### src/pms_pkg.sv
// Package for the particle motion step block.
// Widths, register indexes and register reset values.
package pms_pkg;
	localparam int PosW = 32;
	localparam int VelW = 20;
	localparam int LifeW = 24;
	localparam int LimW = 19;
	localparam int GainW = 16;
	localparam int StartLifeW = 22;
	localparam int CfgIdxW = 2;
	localparam int CfgDataW = 22;

	localparam logic [CfgIdxW-1:0] REG_SPEED_LIMIT = 2'd0;
	localparam logic [CfgIdxW-1:0] REG_DRAG_GAIN = 2'd1;
	localparam logic [CfgIdxW-1:0] REG_MOTION_GAIN = 2'd2;
	localparam logic [CfgIdxW-1:0] REG_START_LIFE = 2'd3;

	localparam logic [LimW-1:0] SpeedLimitRst = 19'd384000;
	localparam logic [GainW-1:0] DragGainRst = 16'd256;
	localparam logic [GainW-1:0] MotionGainRst = 16'd256;
	localparam logic [StartLifeW-1:0] StartLifeRst = 22'd1310720;
endpackage

### src/particle_motion_step.sv
// Particle motion step: one particle moved by speed clamp, drag and Euler step.
// A start word or a tick on a dead particle takes only the final speed root; a tick on a
// live particle first takes the squares, the compare with the squared limit and the four
// drag and motion terms of two products each, and a clamped tick also the root and two
// divides between compare and terms. Roots and divides use the shared one-bit-per-cycle
// root/divide unit pms_iter in turn. A new word is taken only after out_ready takes the result.
// Depends on pms_pkg and pms_iter.
module particle_motion_step import pms_pkg::*; (
	input  logic                   clk,
	input  logic                   arst_n,
	input  logic                   cfg_we,
	input  logic [CfgIdxW-1:0]     cfg_index,
	input  logic [CfgDataW-1:0]    cfg_data,
	input  logic                   in_valid,
	output logic                   in_ready,
	input  logic                   kind,
	input  logic [15:0]            time_step,
	input  logic signed [PosW-1:0] start_x,
	input  logic signed [PosW-1:0] start_y,
	input  logic signed [VelW-1:0] start_vx,
	input  logic signed [VelW-1:0] start_vy,
	output logic                   out_valid,
	input  logic                   out_ready,
	output logic signed [PosW-1:0] pos_x,
	output logic signed [PosW-1:0] pos_y,
	output logic signed [PosW-1:0] prev_x,
	output logic signed [PosW-1:0] prev_y,
	output logic signed [VelW-1:0] vel_x,
	output logic signed [VelW-1:0] vel_y,
	output logic [VelW-1:0]        speed,
	output logic                   alive
);
	localparam logic [3:0] S_IDLE = 4'd0, S_SQ = 4'd1, S_CMP = 4'd2, S_ROOT = 4'd3,
		S_DIVX = 4'd4, S_DIVY = 4'd5, S_MUL = 4'd6, S_APPLY = 4'd7, S_SPD = 4'd8,
		S_WAIT = 4'd9, S_OUT = 4'd10;

	logic [3:0] st_q;
	logic [2:0] ph_q;
	logic [LimW-1:0] lim_q;
	logic [GainW-1:0] drag_q, mot_q;
	logic [StartLifeW-1:0] life0_q;
	logic signed [PosW-1:0] px_q, py_q, lx_q, ly_q;
	logic signed [VelW-1:0] vx_q, vy_q;
	logic signed [LifeW-1:0] life_q;
	logic in_use_q;
	logic [15:0] dt_q;
	logic [41:0] acc_q;
	logic [39:0] m_q;
	logic [63:0] prod_q;
	logic [VelW-1:0] spd_q;

	logic [20:0] mul_a;
	logic [31:0] mul_b;
	logic [52:0] mul_p;
	logic it_start, it_div, it_busy;
	logic [41:0] it_a;
	logic [20:0] it_d;
	logic [39:0] it_res;
	logic [VelW-1:0] ux, uy;

	assign ux = vx_q[VelW-1] ? VelW'(-vx_q) : vx_q;
	assign uy = vy_q[VelW-1] ? VelW'(-vy_q) : vy_q;
	assign mul_p = {32'd0, mul_a} * {21'd0, mul_b};

	pms_iter u_iter (.clk(clk), .arst_n(arst_n), .start(it_start), .op_div(it_div),
		.a(it_a), .d(it_d), .busy(it_busy), .res(it_res));

	// operand selection for multiplier
	always_comb begin
		mul_a = '0;
		mul_b = '0;
		case (st_q)
			S_SQ, S_SPD: begin
				mul_a = ph_q[0] ? {1'b0, uy} : {1'b0, ux};
				mul_b = ph_q[0] ? {12'd0, uy} : {12'd0, ux};
			end
			S_CMP: begin
				mul_a = {2'b0, lim_q};
				mul_b = {13'd0, lim_q};
			end
			S_DIVX, S_DIVY: begin
				mul_a = {1'b0, (st_q == S_DIVX) ? ux : uy};
				mul_b = {13'd0, lim_q};
			end
			default: ;
		endcase
	end

	always_comb begin
		it_start = 1'b0;
		it_div = 1'b0;
		it_a = acc_q;
		it_d = 21'(m_q);
		if (st_q == S_CMP && ph_q == 3'd0 && acc_q > 42'(mul_p))
			it_start = 1'b1;
		if (st_q == S_SPD && ph_q == 3'd2)
			it_start = 1'b1;
		if ((st_q == S_DIVX || st_q == S_DIVY) && ph_q == 3'd0) begin
			it_start = 1'b1;
			it_div = 1'b1;
			it_a = 42'(mul_p);
		end
	end

	// drag/motion term = trunc(|v|*g*dt >> 24), computed as (|v|*g)*dt in two products
	logic [VelW-1:0] mag_sel;
	logic [GainW-1:0] gain_sel;
	logic [56:0] tprod;
	logic [36:0] p1;
	always_comb begin
		p1 = 37'(mag_sel) * 37'(gain_sel);
		tprod = 57'(prod_q[36:0]) * 57'(dt_q);
	end

	logic [2:0] mp_q;
	logic signed [PosW+1:0] dv;
	logic signed [PosW+1:0] pn;
	logic [32:0] term;
	logic signed [VelW-1:0] vsel, vsat;
	logic signed [PosW-1:0] psel, psat;
	assign term = 33'(prod_q[56:24]);

	always_comb begin
		vsel = mp_q[0] ? vy_q : vx_q;
		psel = mp_q[0] ? py_q : px_q;
		dv = vsel[VelW-1] ? {{14{vsel[VelW-1]}}, vsel} + {1'b0, term}
			: {{14{vsel[VelW-1]}}, vsel} - {1'b0, term};
		pn = vsel[VelW-1] ? {{2{psel[PosW-1]}}, psel} - {1'b0, term}
			: {{2{psel[PosW-1]}}, psel} + {1'b0, term};
		if (dv > 34'sh7FFFF) vsat = 20'sh7FFFF;
		else if (dv < -34'sh80000) vsat = 20'sh80000;
		else vsat = dv[VelW-1:0];
		if (pn > 34'sh7FFFFFFF) psat = 32'sh7FFFFFFF;
		else if (pn < -34'sh80000000) psat = 32'sh80000000;
		else psat = pn[PosW-1:0];
	end

	always_ff @(posedge clk or negedge arst_n) begin
		if (!arst_n) begin
			st_q <= S_IDLE;
			ph_q <= '0;
			lim_q <= SpeedLimitRst;
			drag_q <= DragGainRst;
			mot_q <= MotionGainRst;
			life0_q <= StartLifeRst;
			px_q <= '0; py_q <= '0; lx_q <= '0; ly_q <= '0;
			vx_q <= '0; vy_q <= '0; life_q <= '0; in_use_q <= 1'b0;
			mp_q <= '0;
		end else begin
			if (cfg_we) begin
				case (cfg_index)
					REG_SPEED_LIMIT: lim_q <= cfg_data[LimW-1:0];
					REG_DRAG_GAIN: drag_q <= cfg_data[GainW-1:0];
					REG_MOTION_GAIN: mot_q <= cfg_data[GainW-1:0];
					REG_START_LIFE: life0_q <= cfg_data;
					default: ;
				endcase
			end
			case (st_q)
				S_IDLE: if (in_valid) begin
					dt_q <= time_step;
					ph_q <= '0;
					if (kind) begin
						px_q <= start_x; py_q <= start_y;
						vx_q <= start_vx; vy_q <= start_vy;
						life_q <= LifeW'(life0_q);
						in_use_q <= 1'b1;
						st_q <= S_SPD;
					end else if (in_use_q) begin
						st_q <= S_SQ;
					end else begin
						st_q <= S_SPD;
					end
				end
				S_SQ: begin
					if (ph_q == 3'd0) begin
						acc_q <= 42'(mul_p);
						ph_q <= 3'd1;
					end else begin
						acc_q <= acc_q + 42'(mul_p);
						ph_q <= '0;
						st_q <= S_CMP;
					end
				end
				S_CMP: begin
					if (ph_q == 3'd0) begin
						if (it_start) ph_q <= 3'd1;
						else begin st_q <= S_MUL; mp_q <= '0; end
					end else if (!it_busy) begin
						m_q <= it_res;
						ph_q <= '0;
						st_q <= S_DIVX;
					end
				end
				S_DIVX, S_DIVY: begin
					if (ph_q == 3'd0) ph_q <= 3'd1;
					else if (!it_busy) begin
						ph_q <= '0;
						if (st_q == S_DIVX) begin
							vx_q <= vx_q[VelW-1] ? -VelW'(it_res) : VelW'(it_res);
							st_q <= S_DIVY;
						end else begin
							vy_q <= vy_q[VelW-1] ? -VelW'(it_res) : VelW'(it_res);
							st_q <= S_MUL;
							mp_q <= '0;
						end
					end
				end
				S_MUL: begin
					// mp: 0 x drag, 1 y drag, 2 x motion, 3 y motion; ph 0 gain product, 1 dt product
					if (ph_q == 3'd0) begin
						prod_q <= 64'(p1);
						ph_q <= 3'd1;
					end else begin
						prod_q <= 64'(tprod);
						ph_q <= '0;
						st_q <= S_APPLY;
					end
				end
				S_APPLY: begin
					case (mp_q)
						3'd0: begin
							vx_q <= vsat;
							mp_q <= 3'd1;
							st_q <= S_MUL;
						end
						3'd1: begin
							vy_q <= vsat;
							mp_q <= 3'd2;
							st_q <= S_MUL;
						end
						3'd2: begin
							lx_q <= px_q;
							px_q <= psat;
							mp_q <= 3'd3;
							st_q <= S_MUL;
						end
						default: begin
							ly_q <= py_q;
							py_q <= psat;
							if (life_q <= 0) in_use_q <= 1'b0;
							else life_q <= life_q - LifeW'(dt_q);
							ph_q <= '0;
							st_q <= S_SPD;
						end
					endcase
				end
				S_SPD: begin
					if (ph_q == 3'd0) begin
						acc_q <= 42'(mul_p);
						ph_q <= 3'd1;
					end else if (ph_q == 3'd1) begin
						acc_q <= acc_q + 42'(mul_p);
						ph_q <= 3'd2;
					end else begin
						ph_q <= '0;
						st_q <= S_WAIT;
					end
				end
				S_WAIT: if (!it_busy) begin
					spd_q <= VelW'(it_res);
					st_q <= S_OUT;
				end
				S_OUT: if (out_ready) st_q <= S_IDLE;
				default: st_q <= S_IDLE;
			endcase
		end
	end

	always_comb begin
		mag_sel = mp_q[0] ? uy : ux;
		gain_sel = mp_q[1] ? mot_q : drag_q;
	end

	assign in_ready = st_q == S_IDLE;
	assign out_valid = st_q == S_OUT;
	assign pos_x = px_q;
	assign pos_y = py_q;
	assign prev_x = lx_q;
	assign prev_y = ly_q;
	assign vel_x = vx_q;
	assign vel_y = vy_q;
	assign speed = spd_q;
	assign alive = in_use_q;
endmodule

### src/pms_iter.sv
// Shared multi-cycle unit: 42-bit integer square root or 40/21 unsigned divide.
// One result bit per cycle. Depends on pms_pkg.
module pms_iter import pms_pkg::*; (
	input  logic        clk,
	input  logic        arst_n,
	input  logic        start,
	input  logic        op_div,
	input  logic [41:0] a,
	input  logic [20:0] d,
	output logic        busy,
	output logic [39:0] res
);
	logic [5:0]  cnt_q;
	logic        div_q;
	logic [41:0] rem_q;
	logic [41:0] num_q;
	logic [39:0] root_q;
	logic [20:0] d_q;
	logic [43:0] trial;
	logic [43:0] rem_sh;
	logic [42:0] dsh;

	assign rem_sh = div_q ? {1'b0, rem_q, num_q[41]} : {rem_q, num_q[41:40]};
	assign trial = div_q ? {23'd0, d_q} : {2'b0, root_q[39:0], 2'b01};
	assign dsh = 43'd0;
	assign busy = cnt_q != 6'd0;
	assign res = root_q;

	always_ff @(posedge clk or negedge arst_n) begin
		if (!arst_n) begin
			cnt_q <= '0;
			div_q <= 1'b0;
		end else if (start) begin
			cnt_q <= op_div ? 6'd40 : 6'd21;
			div_q <= op_div;
		end else if (busy) begin
			cnt_q <= cnt_q - 6'd1;
		end
	end

	always_ff @(posedge clk) begin
		if (start) begin
			rem_q <= '0;
			num_q <= op_div ? {a[39:0], 2'b00} : a;
			root_q <= '0;
			d_q <= d;
		end else if (busy) begin
			num_q <= div_q ? {num_q[40:0], 1'b0} : {num_q[39:0], 2'b00};
			if (rem_sh >= trial) begin
				rem_q <= 42'(rem_sh - trial);
				root_q <= {root_q[38:0], 1'b1};
			end else begin
				rem_q <= rem_sh[41:0] | 42'(dsh);
				root_q <= {root_q[38:0], 1'b0};
			end
		end
	end
endmodule

### config.mk
export PLATFORM = sky130hd
export DESIGN_NAME = particle_motion_step
export DESIGN_NICKNAME = d
export VERILOG_FILES = /design/src/pms_pkg.sv /design/src/particle_motion_step.sv /design/src/pms_iter.sv
export SDC_FILE = /design/constraint.sdc
export NUM_CORES = 2
export LEC_CHECK = 0
export ABC_AREA = 1
export BUFFER_PORTS_ARGS = -buffer_cell sky130_fd_sc_hd__buf_4
export CORE_MARGIN = 2
export CORE_UTILIZATION = 30
export CTS_CLUSTER_SIZE = 30
export DETAILED_ROUTE_END_ITERATION = 6
export GPL_ROUTABILITY_DRIVEN = 0
export HOLD_SLACK_MARGIN = 0.08
export MAX_ROUTING_LAYER = met4
export PLACE_DENSITY = 0.49
export SYNTH_ARGS = -nofsm -noshare
export SYNTH_HDL_FRONTEND = slang
export SYNTH_SLANG_ARGS = --single-unit
export TNS_END_PERCENT = 50
### constraint.sdc
create_clock -name clk -period 10.95 [get_ports clk]
set_clock_uncertainty 0.05 [all_clocks]
set_input_delay 2.19 -clock clk [delete_from_list [all_inputs] [get_ports clk]]
set_output_delay 2.19 -clock clk [all_outputs]
set_load 0.01 [all_outputs]
# Word level (Yosys, flattened, before mapping)
# Cells that the tools add are included.
# classes
multipliers,3
reduce_logical,41
eq_ne,41
n_addsub,11
mux,106
bitwise_logic,3
order_cmp,7
# op_table
op,n
$mux 20,23
$mux 42,10
$mux 32,9
$pmux 20 s3,3
$pmux 32 s2,2
$mux 24,4
$pmux 42 s2,1
$add 34x29->34,2
$mux 34,2
$sub 34x29->34,2
$mux 4,15
$neg 20->20,3
$mul 37x16->53,1
$pmux 24 s2,1
$ge 44x42->1,1
$mux 44,1
$add 42x42->42,1
$gt 42x42->1,1
$mul 21x32->42,1
$sub 42x42->42,1
$pmux 20 s2,1
$mul 20x16->36,1
$mux 36,1
$pmux 4 s9,1
other kinds (46),124
# word_totals
ff_bits,580

# Logic depth before layout (Yosys ltp)
# logic_depth
ltp_word,13
ltp_mapped,61

# Hierarchy
# A second synthesis with hierarchy kept.
# unflattened
hier_cells,11419
area_unflattened_um2,84260.8
# by_module_without_submodules
module,n_inst,area_each_um2,cells_per_inst,seq_area_each_um2
particle_motion_step,1,73339.1,9761,11434.7
pms_iter,1,10921.7,1658,3708.6

# Least setup slack after synthesis
# OpenSTA, ideal clock, no wires.
# synth_path
path_type,reg-to-reg
from,"reg vy_q[0], in the netlist vel_y[0]"
to,"reg u_iter.num_q[0], enable pin"
setup_slack_ps,489
t_required_ps,10498
synth_period_minus_slack_ps,10461
setup_ps,402
arrival_time_ps,10009
stages_incl_launch_ff,55
cell_sequence,dfrtp_1 -> inv_2 -> ha_1 -> inv_1 -> nor3_1 -> nand2_1 -> nor3_2 -> or2_2 -> xor2_1 -> inv_1 -> nor2_1 -> nor4_2 -> inv_1 -> buf_2 -> nand2_1 -> inv_1 -> fa_1 -> inv_1 -> (+19 left out) -> o21ai_0 -> xor2_1 -> ha_1 -> inv_1 -> nand3_1 -> nor4_1 -> nand3_1 -> nor2_1 -> nand3b_1 -> nor2_1 -> nor2_1 -> nand2_1 -> inv_1 -> nand2_1 -> nand2_2 -> nand2_4 -> nor2_4 -> nand2_1
# synth_via
elab_chain_cells,11
# synth_rtl
element,line,rtl
start: declaration,particle_motion_step.sv:43,"logic signed [VelW-1:0] vx_q, vy_q;"
start signal: assignment,particle_motion_step.sv:165,vx_q <= start_vx; vy_q <= start_vy;
start signal: assignment,particle_motion_step.sv:203,vy_q <= vy_q[VelW-1] ? -VelW'(it_res) : VelW'(it_res);
start signal: assignment,particle_motion_step.sv:228,vy_q <= vsat;
$neg 20->20,particle_motion_step.sv:62,assign uy = vy_q[VelW-1] ? VelW'(-vy_q) : vy_q;
$mux 20 (*),particle_motion_step.sv:62,
$mux 20 (on tied branches),"particle_motion_step.sv:82, particle_motion_step.sv:74, particle_motion_step.sv:75",
$pmux 20 s3 or $pmux 20 s2 (tied branches),particle_motion_step.sv:72,case (st_q)
$mul 21x32->42 (*),particle_motion_step.sv:63,"assign mul_p = {32'd0, mul_a} * {21'd0, mul_b};"
$gt 42x42->1 (*),particle_motion_step.sv:94,if (st_q == S_CMP && ph_q == 3'd0 && acc_q > 42'(mul_p))
$logic_and 1x1->1 (*),particle_motion_step.sv:94,
$mux 1 (*),particle_motion_step.sv:94,
$mux 1 (*),particle_motion_step.sv:96,if (st_q == S_SPD && ph_q == 3'd2)
$mux 1 (*),particle_motion_step.sv:98,if ((st_q == S_DIVX || st_q == S_DIVY) && ph_q == 3'd0) begin
$reduce_bool 2->1 (no source line) (*),--,
end signal: assignment,pms_iter.sv:44,"num_q <= op_div ? {a[39:0], 2'b00} : a;"
end signal: assignment,pms_iter.sv:48,"num_q <= div_q ? {num_q[40:0], 1'b0} : {num_q[39:0], 2'b00};"
end: declaration,pms_iter.sv:16,logic [41:0] num_q;
# Mark *: on every way between the ends. The rest lies on a longest branch, timed or not.
# A chain may end at the register's enable or synchronous reset.

# Worst setup path in the final report
# layout_path
from,"reg vx_q[1], in the netlist vel_x[1]"
to,"reg u_iter.d_q[14], enable pin"
# layout_via
elab_chain_cells,10
# layout_rtl
element,line,rtl
start: declaration,particle_motion_step.sv:43,
start signal: assignment,particle_motion_step.sv:165,
start signal: assignment,particle_motion_step.sv:200,vx_q <= vx_q[VelW-1] ? -VelW'(it_res) : VelW'(it_res);
start signal: assignment,particle_motion_step.sv:223,vx_q <= vsat;
$neg 20->20,particle_motion_step.sv:61,assign ux = vx_q[VelW-1] ? VelW'(-vx_q) : vx_q;
$mux 20 (*),particle_motion_step.sv:61,
$mux 20 (on tied branches),"particle_motion_step.sv:82, particle_motion_step.sv:74, particle_motion_step.sv:75",
$pmux 20 s3 or $pmux 20 s2 (tied branches),particle_motion_step.sv:72,
$mul 21x32->42 (*),particle_motion_step.sv:63,
$gt 42x42->1 (*),particle_motion_step.sv:94,
$logic_and 1x1->1 (*),particle_motion_step.sv:94,
$mux 1 (*),particle_motion_step.sv:94,
$mux 1 (*),particle_motion_step.sv:96,
$mux 1 (*),particle_motion_step.sv:98,
end signal: assignment,pms_iter.sv:46,d_q <= d;
end: declaration,pms_iter.sv:18,logic [20:0] d_q;
# Marks and branches as above.

==> results.json <==
{
  "status": "finished with violations",
  "failed_checks": "DRC",
  "max_freq_mhz": 94.4,
  "floorplan.core_area_um2": 277000,
  "numClockSinks": 578,
  "dominant_combinational_cell_family_by_area_after_synthesis": "adder cells",
  "tightest_slew_margin_relative_to_the_limit": 0.210,
  "die_area_um2": 283000,
  "post_synth_fa_ha_maj_area_fraction": 0.345,
  "clock_tree.buffer_depth": 3,
  "netlist_instances": 11300,
  "reg2reg_to": "u_iter.d_q[14]",
  "cpMostUsedCell": "sky130_fd_sc_hd__nand2_1",
  "grt-ovfl-total": 0,
  "ys.flop_type": "sky130_fd_sc_hd__dfrtp_1",
  "largest_net_degree_at_the_start_of_global_routing": 74,
  "final_nets": 13400,
  "r2r-start": "vel_x[1]",
  "holdCritPathClass": "reg2reg",
  "post_synth_simple_gate_area": 0.217,
  "path_delay_family": "adder cells",
  "worst_slack_ns": 0.351,
  "use_met3": 0.0203,
  "seq_area_frac_synth": 0.181,
  "maxCapViolations": 0,
  "postSynthRegisterBits": 578,
  "cts-htree-levels": 3,
  "stage_delay_of_the_slowest_cell_on_the_critical_path_ns": 0.55,
  "chipWidth_um": 532,
  "unrepaired_setup_endpoints_after_global_routing": "yes",
  "post_placement_worst_setup_slack_ns": 0.153,
  "grt_pass1_vias": 74700,
  "busiest_layer": "met2",
  "final_min_period_over_clock_period": 0.968,
  "compound_gate_fraction_of_synth_area": 0.106,
  "drt_pre_antenna_iters": 7,
  "final_period_minus_worst_setup_slack_ns": 10.60,
  "asyncSetResetFlopFracSynth": 0.486,
  "post_synth_edffs": 215,
  "synth_cell_types": 80,
  "holdCritStartpoint": "m_q[3]",
  "crit_path_start_kind": "flip-flop",
  "worst_hold_path.endpoint": "u_iter.d_q[3]",
  "globalRouteMet1Util": 0.283,
  "timing.final.max_slew_violations": 0,
  "worst_setup_hold_path_clk_slew_ns": 0.06,
  "grt_pass1_wl_um": 461000,
  "totalWireLength_um": 300000,
  "grt_util_all_layers": 0.215,
  "timing_worst_slew_pin_value_ns": 1.18,
  "crit_type": "reg2reg",
  "final_cell_count_without_fillers": 15400,
  "cp.arrival_ns": 10.99,
  "area_growth_syn_to_layout_pct": 14.0,
  "min_path_cells": 0,
  "post_drt_wl_per_cell_um": 19.5,
  "finalHoldViolCount": 0,
  "drt_iter0_markers": 5279,
  "rr_worst_depth": 56,
  "clock_tree_from_tritoncts": "done",
  "tritoncts.num_buffers": 79,
  "fin_tns_setup_ns": 0,
  "post_synth_mux_area_share": 0.000882,
  "ports": 341,
  "ys_warn_count": 0,
  "place.port_buffers": 340,
  "dr_total_vias": 74100,
  "std_cell_rows": 193,
  "cts.root.buffer_cell": "sky130_fd_sc_hd__clkbuf_16",
  "xor_and_xnor_fraction_of_the_mapped_netlist_area": 0.0229,
  "setup_viol_count_final": 0,
  "critPathRequiredTime_ns": 11.34,
  "worst_path_max_delay_cell": "sky130_fd_sc_hd__fa_1",
  "number_of_placed_cells_counting_well_taps": 15200,
  "grt_util_met2": 0.344,
  "drive_above_1_share": 0.0991,
  "reg2reg_slack_ns": 0.35,
  "route.detailed.vias_per_inst": 4.81,
  "die-height_um": 532,
  "antenna_left": 0,
  "insertion_delay_ns": 0.74,
  "synth_area_um2": 83700,
  "cp_num_buf_inv": 14,
  "critical_path.endpoint_type": "flip-flop",
  "critPathMaxFanout": 7,
  "drc": 1,
  "antenna_violations_before_repair": 3,
  "hpwl_um": 243000,
  "synth_area_per_cell_um2": 7.41,
  "start_util": 0.302
}
timing repair:
| action | CTS | global route |
|---|---|---|
| setup buffers | 0 | 20 |
| setup endpoints to repair | 0 | 221 |
| hold buffers | 0 | 0 |
| resized for setup | 0 | 179 |
logic make-up after synthesis:
logic type | count (synthesis)
and+or+nand+nor | 4473
buffers and inverters | 2769
adders and majority gates | 1666
AOI/OAI and AO/OA | 1590
DFF | 578
xor gates and xnor gates | 218
muxes | 7
other | 2
metal layers:
metal,up-vias,part of all wire
met3,471,0.044
met1,36300,0.45
met4,0,0.044
li1,35300,-
met2,1987,0.46
met5,-,0
registers in the layout, summed over array words and instances (netlist names), 21 cells and up:
signal	count
prev_x	32
u_iter.rem_q	42
life0_q	22
u_iter.d_q	21
prev_y	32
m_q	21
acc_q	42
life_q	24
u_iter.res	40
prod_q	53
pos_y	32
u_iter.num_q	42
pos_x	32
worst max-delay path by stage:
stage	start	to	cells past startpoint
floorplan	vel_y[0]	u_iter.num_q[0]	54
global placement	vel_x[0]	u_iter.rem_q[0]	58
detailed placement	vel_x[0]	u_iter.rem_q[1]	57
CTS	vel_x[1]	u_iter.rem_q[5]	53
global route	vel_x[1]	u_iter.rem_q[15]	58
finish	vel_x[1]	u_iter.d_q[14]	56
cell usage in the layout, fill, tap and decap left out, drive strengths merged, types with 18 or more instances in the layout:
cell,n
xor2,152
o211ai,39
ha,601
clkbuf,111
a21o,23
o21bai,27
or2,38
nand2,3033
inv,2309
dfrtp,270
nor4,42
o21a,36
fa,1065
a31oi,49
clkinv,38
edfxtp,215
buf,674
dfxtp,82
nand3,380
nor3,72
o21ai,710
nand4,57
xnor2,66
o22ai,18
a21boi,21
nor2,828
a21oi,594
stage by stage:
stage,utilization,cell area [um^2],hold WS [ns]
final,0.345,95500,0.366
after global placement,0.331,91600,0.351
after global routing,0.345,95400,0.373
after detailed placement,0.331,91600,0.355
after CTS,0.341,94400,0.365
after floorplan,-,83700,0.350
cell type report:
cell class	count	area [um^2]
fillers	29800	182000
multi-input cells	7964	58700
flip-flops and latches	578	15200
inverters	2324	8760
repair buffers	676	5360
well taps	3705	4640
clock buffers	109	2260
clock inverters	38	536
diodes	4	10.0
cell usage after synthesis (all sizes together), types with 39 or more instances:
master / count / area share
dfrtp: 270 / 0.081
inv: 2308 / 0.10
fa: 1065 / 0.25
o21ai: 710 / 0.043
nand4: 57 / 0.0043
ha: 601 / 0.090
xnor2: 66 / 0.0070
nand3: 380 / 0.024
o211ai: 39 / 0.0036
nor4: 42 / 0.0039
dfxtp: 82 / 0.020
clkbuf: 319 / 0.014
nand2: 3032 / 0.14
a31oi: 49 / 0.0037
buf: 126 / 0.0085
xor2: 152 / 0.016
a21oi: 594 / 0.038
edfxtp: 215 / 0.077
nor2: 828 / 0.039
nor3: 72 / 0.0052
Power is left out: the tool's default activity adds up to more than one toggle a clock period on the data nets, which glitch-free logic cannot reach.
